===== src/rtl/battery_charge_estimator_macros.svh =====
// ----------------------------------------------------------------------------
// Battery charge estimator assertion macros
// Shared concurrent-assertion shorthands, clocked on clk, off during reset.
// ----------------------------------------------------------------------------
`ifndef BATTERY_CHARGE_ESTIMATOR_MACROS_SVH
`define BATTERY_CHARGE_ESTIMATOR_MACROS_SVH

// same-cycle implication
`define BCE_ASSERT_IMP(lbl, ante, cons, msg) \
	lbl: assert property (@(posedge clk) disable iff (!arst_n) (ante) |-> (cons)) \
		else $error(msg);

// next-cycle implication
`define BCE_ASSERT_NXT(lbl, ante, cons, msg) \
	lbl: assert property (@(posedge clk) disable iff (!arst_n) (ante) |=> (cons)) \
		else $error(msg);

`endif


===== src/rtl/bce_pkg.sv =====
// ----------------------------------------------------------------------------
// Battery charge estimator package
// Widths, defaults, discharge curve tables and controller state type.
// ----------------------------------------------------------------------------
package bce_pkg;

	localparam int SAMPLES_PER_ESTIMATE = 32;
	localparam int CURVE_POINTS         = 11;

	localparam int SAMPLE_W = 12;   // ADC reading
	localparam int PCT_W    = 7;    // percent result
	localparam int MV_W     = 13;   // millivolts
	localparam int SCL_W    = 16;   // average * 14
	localparam int NUM_W    = 19;   // interpolation numerator, <= 100 * 4200
	localparam int IDX_W    = 4;    // curve slot index, 16 slots
	localparam int DEN_W    = 13;   // divisor width of the serial divider

	localparam logic [DEN_W-1:0] SCALE_DEN = DEN_W'(9);
	localparam logic [PCT_W-1:0] PCT_FULL  = PCT_W'(100);
	localparam logic [PCT_W-1:0] PCT_EMPTY = PCT_W'(0);

	typedef enum logic [3:0] {
		ST_ACCUM,
		ST_DIV_AVG,
		ST_SCALE,
		ST_DIV_MV,
		ST_RANGE,
		ST_SEARCH,
		ST_MUL,
		ST_DIV_PCT,
		ST_OUT
	} bce_state_t;

	// curve voltage per slot, unused slots read zero
	function automatic logic [MV_W-1:0] curve_mv(input logic [IDX_W-1:0] idx);
		logic [MV_W-1:0] v;
		unique case (idx)
			4'd0:    v = MV_W'(4200);
			4'd1:    v = MV_W'(4050);
			4'd2:    v = MV_W'(3900);
			4'd3:    v = MV_W'(3850);
			4'd4:    v = MV_W'(3800);
			4'd5:    v = MV_W'(3750);
			4'd6:    v = MV_W'(3700);
			4'd7:    v = MV_W'(3650);
			4'd8:    v = MV_W'(3600);
			4'd9:    v = MV_W'(3500);
			4'd10:   v = MV_W'(3300);
			default: v = '0;
		endcase
		return v;
	endfunction

	// curve percentage per slot, unused slots read zero
	function automatic logic [PCT_W-1:0] curve_pct(input logic [IDX_W-1:0] idx);
		logic [PCT_W-1:0] p;
		unique case (idx)
			4'd0:    p = PCT_W'(100);
			4'd1:    p = PCT_W'(90);
			4'd2:    p = PCT_W'(80);
			4'd3:    p = PCT_W'(70);
			4'd4:    p = PCT_W'(60);
			4'd5:    p = PCT_W'(50);
			4'd6:    p = PCT_W'(40);
			4'd7:    p = PCT_W'(30);
			4'd8:    p = PCT_W'(20);
			4'd9:    p = PCT_W'(10);
			default: p = '0;
		endcase
		return p;
	endfunction

endpackage


===== src/rtl/battery_charge_estimator.sv =====
// ----------------------------------------------------------------------------
// Battery charge estimator
// Block-averages ADC readings and maps the voltage to a charge percentage.
// ----------------------------------------------------------------------------
// Each accepted adc_sample transfer adds into a running sum, one sample per
// cycle while in_ready is high. The SAMPLES_PER_ESTIMATE-th sample closes the
// block: in_ready then drops for the estimate, which runs on one shared
// restoring divider retiring one quotient bit per cycle (DIV_W = 19 with the
// defaults). The estimate steps are: average = sum / N, mV = avg * 14 / 9,
// a range check, a linear search of the curve one point per cycle, a
// shift-add multiply for the interpolation numerator, the final divide and
// a hand-off to the output register. Readings on or past either end of the
// curve skip the search, multiply and final divide. The result sits in an
// output register, so sampling of the next block resumes while that result
// waits for out_ready; only a second finished estimate stalls on an untaken
// first one.
// Readings at or above 4200 mV give 100 %, at or below 3300 mV give 0 %.
// ----------------------------------------------------------------------------
`include "battery_charge_estimator_macros.svh"

module battery_charge_estimator #(
	parameter int SAMPLES_PER_ESTIMATE = bce_pkg::SAMPLES_PER_ESTIMATE,
	parameter int CURVE_POINTS         = bce_pkg::CURVE_POINTS
) (
	input  logic                       clk,
	input  logic                       arst_n,
	input  logic                       in_valid,
	output logic                       in_ready,
	input  logic [bce_pkg::SAMPLE_W-1:0] adc_sample,
	output logic                       out_valid,
	input  logic                       out_ready,
	output logic [bce_pkg::PCT_W-1:0]  charge_percent,
	output logic [bce_pkg::MV_W-1:0]   battery_mv
);

	localparam int SAMPLE_W = bce_pkg::SAMPLE_W;
	localparam int PCT_W    = bce_pkg::PCT_W;
	localparam int MV_W     = bce_pkg::MV_W;
	localparam int SCL_W    = bce_pkg::SCL_W;
	localparam int NUM_W    = bce_pkg::NUM_W;
	localparam int IDX_W    = bce_pkg::IDX_W;
	localparam int DEN_W    = bce_pkg::DEN_W;

	// block sum never exceeds 4095 * N
	localparam int SUM_W  = SAMPLE_W + $clog2(SAMPLES_PER_ESTIMATE);
	localparam int CNT_W  = (SAMPLES_PER_ESTIMATE > 1) ? $clog2(SAMPLES_PER_ESTIMATE) : 1;
	localparam int DIV_W  = (SUM_W > NUM_W) ? SUM_W : NUM_W;
	localparam int STEP_W = $clog2(DIV_W);

	localparam logic [CNT_W-1:0]  CNT_LAST  = CNT_W'(SAMPLES_PER_ESTIMATE - 1);
	localparam logic [STEP_W-1:0] DIV_LAST  = STEP_W'(DIV_W - 1);
	localparam logic [STEP_W-1:0] MUL_LAST  = STEP_W'(PCT_W - 1);
	localparam logic [IDX_W-1:0]  IDX_LAST  = IDX_W'(CURVE_POINTS - 1);
	localparam logic [DEN_W-1:0]  BLOCK_DEN = DEN_W'(SAMPLES_PER_ESTIMATE);

	bce_pkg::bce_state_t state_q, state_d;

	// control
	logic [SUM_W-1:0]  sum_q;
	logic [CNT_W-1:0]  cnt_q;
	logic [STEP_W-1:0] step_q;
	logic [IDX_W-1:0]  k_q;
	logic              out_valid_q;

	// datapath
	logic [DIV_W-1:0]  div_num_q;    // dividend in, quotient out; also multiply accumulator
	logic [DEN_W-1:0]  div_rem_q;
	logic [DEN_W-1:0]  div_den_q;
	logic [MV_W-1:0]   mv_q;
	logic [NUM_W-1:0]  hi_q;         // weight of the upper point, shifted per step
	logic [NUM_W-1:0]  lo_q;         // weight of the lower point, shifted per step
	logic [PCT_W-1:0]  pa_q;
	logic [PCT_W-1:0]  pb_q;
	logic [MV_W-1:0]   span_q;
	logic [PCT_W-1:0]  res_pct_q;
	logic [PCT_W-1:0]  out_pct_q;
	logic [MV_W-1:0]   out_mv_q;

	logic              in_xfer;
	logic              out_xfer;
	logic              blk_done;
	logic [SUM_W-1:0]  sum_nxt;
	logic [DEN_W:0]    trial;
	logic              trial_ge;
	logic [DEN_W-1:0]  rem_nxt;
	logic [DIV_W-1:0]  num_nxt;
	logic              div_last;
	logic              out_load;
	logic [SAMPLE_W-1:0] avg;
	logic [SCL_W-1:0]  scaled;
	logic [MV_W-1:0]   mv_hi_pt;
	logic [MV_W-1:0]   mv_lo_pt;
	logic              seg_hit;
	logic [DIV_W-1:0]  mul_add;

	assign in_xfer  = in_valid && in_ready;
	assign out_xfer = out_valid_q && out_ready;
	assign blk_done = in_xfer && (cnt_q == CNT_LAST);
	assign sum_nxt  = sum_q + SUM_W'(adc_sample);

	// one restoring-division step: shift in the dividend's top bit
	assign trial    = {div_rem_q, div_num_q[DIV_W-1]};
	assign trial_ge = trial >= {1'b0, div_den_q};
	assign rem_nxt  = trial_ge ? DEN_W'(trial - {1'b0, div_den_q}) : trial[DEN_W-1:0];
	assign num_nxt  = {div_num_q[DIV_W-2:0], trial_ge};
	assign div_last = (step_q == DIV_LAST);

	// x14 = x16 - x2
	assign avg    = div_num_q[SAMPLE_W-1:0];
	assign scaled = SCL_W'({avg, 4'b0000}) - SCL_W'({avg, 1'b0});

	// curve segment below point k-1 and above point k
	assign mv_hi_pt = bce_pkg::curve_mv(k_q - IDX_W'(1));
	assign mv_lo_pt = bce_pkg::curve_mv(k_q);
	assign seg_hit  = mv_q > mv_lo_pt;

	assign mul_add = (pa_q[0] ? DIV_W'(hi_q) : '0) + (pb_q[0] ? DIV_W'(lo_q) : '0);

	always_ff @(posedge clk or negedge arst_n) begin
		if (!arst_n) begin
			state_q <= bce_pkg::ST_ACCUM;
		end else begin
			state_q <= state_d;
		end
	end

	always_comb begin
		state_d  = state_q;
		in_ready = 1'b0;
		out_load = 1'b0;
		unique case (state_q)
			bce_pkg::ST_ACCUM: begin
				in_ready = 1'b1;
				if (blk_done) state_d = bce_pkg::ST_DIV_AVG;
			end
			bce_pkg::ST_DIV_AVG: begin
				if (div_last) state_d = bce_pkg::ST_SCALE;
			end
			bce_pkg::ST_SCALE: begin
				state_d = bce_pkg::ST_DIV_MV;
			end
			bce_pkg::ST_DIV_MV: begin
				if (div_last) state_d = bce_pkg::ST_RANGE;
			end
			bce_pkg::ST_RANGE: begin
				priority if (mv_q >= bce_pkg::curve_mv('0)) state_d = bce_pkg::ST_OUT;
				else if (mv_q <= bce_pkg::curve_mv(IDX_LAST)) state_d = bce_pkg::ST_OUT;
				else state_d = bce_pkg::ST_SEARCH;
			end
			bce_pkg::ST_SEARCH: begin
				// a flat segment takes the lower point's percent directly
				if (seg_hit) begin
					state_d = (mv_hi_pt == mv_lo_pt) ? bce_pkg::ST_OUT : bce_pkg::ST_MUL;
				end
			end
			bce_pkg::ST_MUL: begin
				if (step_q == MUL_LAST) state_d = bce_pkg::ST_DIV_PCT;
			end
			bce_pkg::ST_DIV_PCT: begin
				if (div_last) state_d = bce_pkg::ST_OUT;
			end
			bce_pkg::ST_OUT: begin
				if (!out_valid_q || out_ready) begin
					out_load = 1'b1;
					state_d  = bce_pkg::ST_ACCUM;
				end
			end
			default: state_d = bce_pkg::ST_ACCUM;
		endcase
	end

	// control registers
	always_ff @(posedge clk or negedge arst_n) begin
		if (!arst_n) begin
			sum_q       <= '0;
			cnt_q       <= '0;
			step_q      <= '0;
			k_q         <= '0;
			out_valid_q <= 1'b0;
		end else begin
			if (in_xfer) begin
				sum_q <= blk_done ? '0 : sum_nxt;
				cnt_q <= blk_done ? '0 : cnt_q + CNT_W'(1);
			end

			unique case (state_q)
				bce_pkg::ST_DIV_AVG, bce_pkg::ST_DIV_MV, bce_pkg::ST_DIV_PCT:
					step_q <= div_last ? '0 : step_q + STEP_W'(1);
				bce_pkg::ST_MUL:
					step_q <= (step_q == MUL_LAST) ? '0 : step_q + STEP_W'(1);
				default:
					step_q <= '0;
			endcase

			if (state_q == bce_pkg::ST_RANGE) k_q <= IDX_W'(1);
			else if (state_q == bce_pkg::ST_SEARCH && !seg_hit) k_q <= k_q + IDX_W'(1);

			if (out_load)      out_valid_q <= 1'b1;
			else if (out_xfer) out_valid_q <= 1'b0;
		end
	end

	// datapath registers
	always_ff @(posedge clk) begin
		unique case (state_q)
			bce_pkg::ST_ACCUM: begin
				div_num_q <= DIV_W'(sum_nxt);
				div_rem_q <= '0;
				div_den_q <= BLOCK_DEN;
			end
			bce_pkg::ST_DIV_AVG: begin
				div_num_q <= num_nxt;
				div_rem_q <= rem_nxt;
			end
			bce_pkg::ST_SCALE: begin
				div_num_q <= DIV_W'(scaled);
				div_rem_q <= '0;
				div_den_q <= bce_pkg::SCALE_DEN;
			end
			bce_pkg::ST_DIV_MV: begin
				div_num_q <= num_nxt;
				div_rem_q <= rem_nxt;
				if (div_last) mv_q <= num_nxt[MV_W-1:0];
			end
			bce_pkg::ST_RANGE: begin
				res_pct_q <= (mv_q >= bce_pkg::curve_mv('0)) ? bce_pkg::PCT_FULL
					: bce_pkg::PCT_EMPTY;
			end
			bce_pkg::ST_SEARCH: begin
				hi_q      <= NUM_W'(mv_q - mv_lo_pt);
				lo_q      <= NUM_W'(mv_hi_pt - mv_q);
				span_q    <= mv_hi_pt - mv_lo_pt;
				pa_q      <= bce_pkg::curve_pct(k_q - IDX_W'(1));
				pb_q      <= bce_pkg::curve_pct(k_q);
				res_pct_q <= bce_pkg::curve_pct(k_q);
				div_num_q <= '0;
			end
			bce_pkg::ST_MUL: begin
				// pct_hi * hi_w + pct_lo * lo_w, one multiplier bit per step
				div_num_q <= div_num_q + mul_add;
				hi_q      <= {hi_q[NUM_W-2:0], 1'b0};
				lo_q      <= {lo_q[NUM_W-2:0], 1'b0};
				pa_q      <= pa_q >> 1;
				pb_q      <= pb_q >> 1;
				div_rem_q <= '0;
				div_den_q <= span_q;
			end
			bce_pkg::ST_DIV_PCT: begin
				div_num_q <= num_nxt;
				div_rem_q <= rem_nxt;
				if (div_last) res_pct_q <= num_nxt[PCT_W-1:0];
			end
			bce_pkg::ST_OUT: begin
				if (out_load) begin
					out_pct_q <= res_pct_q;
					out_mv_q  <= mv_q;
				end
			end
			default: begin
			end
		endcase
	end

	assign out_valid      = out_valid_q;
	assign charge_percent = out_pct_q;
	assign battery_mv     = out_mv_q;

	// closing a block clears the accumulator and starts the average divide
	`BCE_ASSERT_NXT(a_blk_clear, blk_done,
		(sum_q == '0) && (cnt_q == '0) && (state_q == bce_pkg::ST_DIV_AVG),
		"block close did not clear accumulator")
	// divider never runs against a zero divisor
	`BCE_ASSERT_IMP(a_div_den,
		(state_q == bce_pkg::ST_DIV_AVG) || (state_q == bce_pkg::ST_DIV_MV) ||
		(state_q == bce_pkg::ST_DIV_PCT), div_den_q != '0,
		"serial divide with zero divisor")
	// curve search stays inside the populated points
	`BCE_ASSERT_IMP(a_search_idx, state_q == bce_pkg::ST_SEARCH,
		(k_q != '0) && (k_q <= IDX_LAST), "curve search index out of range")
	// results never pass the full-charge mark
	`BCE_ASSERT_IMP(a_pct_max, out_valid_q, out_pct_q <= bce_pkg::PCT_FULL,
		"charge percent above full")

endmodule


===== config.mk =====
export PLATFORM = sky130hd
export DESIGN_NAME = battery_charge_estimator
export DESIGN_NICKNAME = d
export VERILOG_FILES = /design/src/rtl/bce_pkg.sv /design/src/rtl/battery_charge_estimator.sv
export VERILOG_INCLUDE_DIRS = /design/src /design/src/rtl
export SDC_FILE = /design/constraint.sdc
export NUM_CORES = 1
export LEC_CHECK = 0
export BUFFER_PORTS_ARGS = -buffer_cell sky130_fd_sc_hd__buf_2
export CORE_UTILIZATION = 25
export CTS_BUF_LIST = sky130_fd_sc_hd__clkbuf_16
export DETAILED_ROUTE_END_ITERATION = 16
export GPL_ROUTABILITY_DRIVEN = 1
export HOLD_SLACK_MARGIN = 0.12
export PLACE_DENSITY = 0.48
export SYNTH_ARGS = -nofsm -noshare
export SYNTH_HDL_FRONTEND = slang
export SYNTH_SLANG_ARGS = --single-unit

===== constraint.sdc =====
create_clock -name clk -period 12.47 [get_ports clk]
set_clock_uncertainty 0.05 [all_clocks]
set_input_delay 2.494 -clock clk [delete_from_list [all_inputs] [get_ports clk]]
set_output_delay 2.494 -clock clk [all_outputs]
set_load 0.05 [all_outputs]

==> results.toml <==
[sta]
rsz0062_at_grt = "no"
max_slew_margin_pct = 32.20
hold_ws_ps = 394.0
worst_slack_ps = 7701
finalSetupViolCount = 0
fmax_ghz = 0.2097
fin_crit_sh_pct = 38.25
tightest_slew_ps = 1006
tns_ps = 0
maxSlewViolCount = 0
post-route-min-period_ps = 4769
finalHoldViolations = 0

[cts]
clock_latency_ps = 460
clkSlewWorstSetupHoldPaths_ps = 70
ctsHoldBuffers = 0
cts_tree = "yes"
clkSinkCount = 184
root_buffer = "clkbuf_16"
htree_num_levels = 4
numCtsBuffers = 17
post_cts_resize_count = 0
clk_path_buf_depth = 2
postCtsSetupBuffers = 0

[synth]
synth_area_mm2 = 0.01287
synth_nets = 1460
yosysTopAreaCell = "edfxtp_1"
post_synth_num_cell_types = 72
synthTopCellsByCount = "edfxtp_1 (148), nor2_1 (115), nand2_1 (101)"
yosys_warnings = 0
ys_seq_area_share_pct = 41.54
syn_avg_cell_area_um2 = 9.740
synthArstFlopShare_pct = 19.57
post-synth-top-count-cell = "edfxtp_1"
synth_edf_count = 148
synth_top_area_share_pct = 34.54
netlist_top_cells_area = "edfxtp_1 (35%), ha_1 (9.6%), dfrtp_1 (7.0%)"
yosys_most_used_dff = "edfxtp_1"
netlist_instances = 1321
yosys_register_bits = 184

[route]
drc = 0
wire_per_inst_um = 17.14
via_per_inst = 4.800
drt_wl_total_um = 34700
dr.pass1.iters = 5
drt-initial-drc-count = 671
vias = 9720
final_antenna_net_count = 0

[global_route]
grt_max_degree = 71
grt_overflow = 0
antenna_found_initial = 2
grt_pass1_vias = 9492
grt_usage_pct = 13.45
grt_pass1_wl_um = 54440

[setup_path]
cp_cell_sequence = "buf_2, ha_1, inv_1, fa_1, nor2b_1, o31a_1, o2111ai_1, a21oi_1, nand3_1, xnor2_1, a211o_1"
crit_type = "input pin to register"
path_buf_inv = 2
start_kind = "input pin"
required_ps = 12630
slowest_stage = "fa_1"
max_stage_delay_ps = 430
arrival_ps = 4930
cp_max_fo = 4
cp_top_family = "compound AO/OA/AOI/OAI gates"
critPathCaptureType = "register"

[cells_and_area]
nFillCells = 5360
syn2layout_area_growth_pct = 11.93
nets = 1479
multi_input_area_mm2 = 0.007058
register_area_mm2 = 0.005345
drive_gt1_share_pct = 7.692

[floorplan]
die_h_um = 228.9
rows = 82
core_mm2 = 0.05048
ios = 38
die_area_mm2 = 0.05237
die_w_um = 228.9
initial_core_util_pct = 25.49

[placed_design]
dp_hpwl_um = 26240
place.gp.congestion = 0.8525
portBuffers = 37
post-place-ws_ps = 7223

[run]
drv_cap = 0

[outcome]
status = "completed"

[min_path]
hold_path_class = "register to register"
flip-flops by register name, summed over array words and instances, names as in the netlist:
name and cells:
out_valid 1, sum_q 17, battery_mv 13, pa_q 7
div_num_q 19, div_den_q 13, step_q 5, res_pct_q 7
span_q 12, k_q 4, cnt_q 5, hi_q 19
lo_q 18, pb_q 7, div_rem_q 13, state_q 4
mv_q 13, charge_percent 7
logic make-up (layout without fill, tap and decap cells):
logic type | after synthesis | count (layout) | synth area share (%)
simple gates | 425 | 425 | 16.34
mux | 23 | 23 | 1.838
buf+inv | 130 | 161 | 3.929
compound gates | 363 | 363 | 18.02
xor+xnor | 73 | 73 | 4.969
other cells | 0 | 1 | 0
flops | 184 | 184 | 41.54
fa+ha+maj | 123 | 123 | 13.36
layout by cell type, fill, tap and decap left out, types with 15 or more instances in the layout:
master and count:
fa_1 24, nor2_1 113, inv_1 80, a21oi_1 93, a31oi_1 15, o21a_1 24
nor2b_1 21, nor3_1 26, mux2i_1 18, clkbuf_16 17, a211oi_1 15, and2_1 51
xor2_1 30, nand3_1 28, xnor2_1 43, edfxtp_1 148, dfrtp_1 36, nand2b_1 24
buf_2 37, o21ai_0 90, a21o_1 21, ha_1 99, nand2_1 101
final timing paths:
path	startpoint	endpoint	slack [ps]	depth (start not counted)
min in group asynchronous	arst_n	k_q[2]	2120	1
worst max-delay path	adc_sample[0]	div_num_q[14]	7700	11
worst min register to register	res_pct_q[0]	charge_percent[0]	390	0
worst min-delay path	res_pct_q[0]	charge_percent[0]	390	0
worst max register to register	k_q[3]	lo_q[15]	7810	10
max in group asynchronous	arst_n	sum_q[14]	9640	1
metrics by stage:
stage | instance area, um2 | instances | util (%)
floorplan | 12870 | 1321 | -
global placement | 13830 | 1993 | 27.39
finish | 14400 | 2025 | 28.53
CTS | 14400 | 2024 | 28.52
detailed placement | 13830 | 1993 | 27.39
global route | 14400 | 2024 | 28.52
routing by layer:
layer | wire (um) | share of wire, % | GRT usage, %
met5 | 0 | 0 | 0
met3 | 1147 | 3.3 | 1.834
met2 | 15630 | 45 | 21.22
met4 | 808 | 2.3 | 5.146
met1 | 17110 | 49 | 18.60
final cells by class:
class                           count  area share (%)
Sequential cell                   184           37.12
Clock buffer                       17           2.954
Antenna cell                        1         0.01738
Tap cell                          672           5.838
Timing Repair Buffer               50           1.964
Clock inverter                     14           1.017
Multi-Input combinational cell   1007           49.01
Inverter                           80           2.085
Power is left out: the tool's default activity adds up to more than one toggle a clock period on the data nets, which glitch-free logic cannot reach.
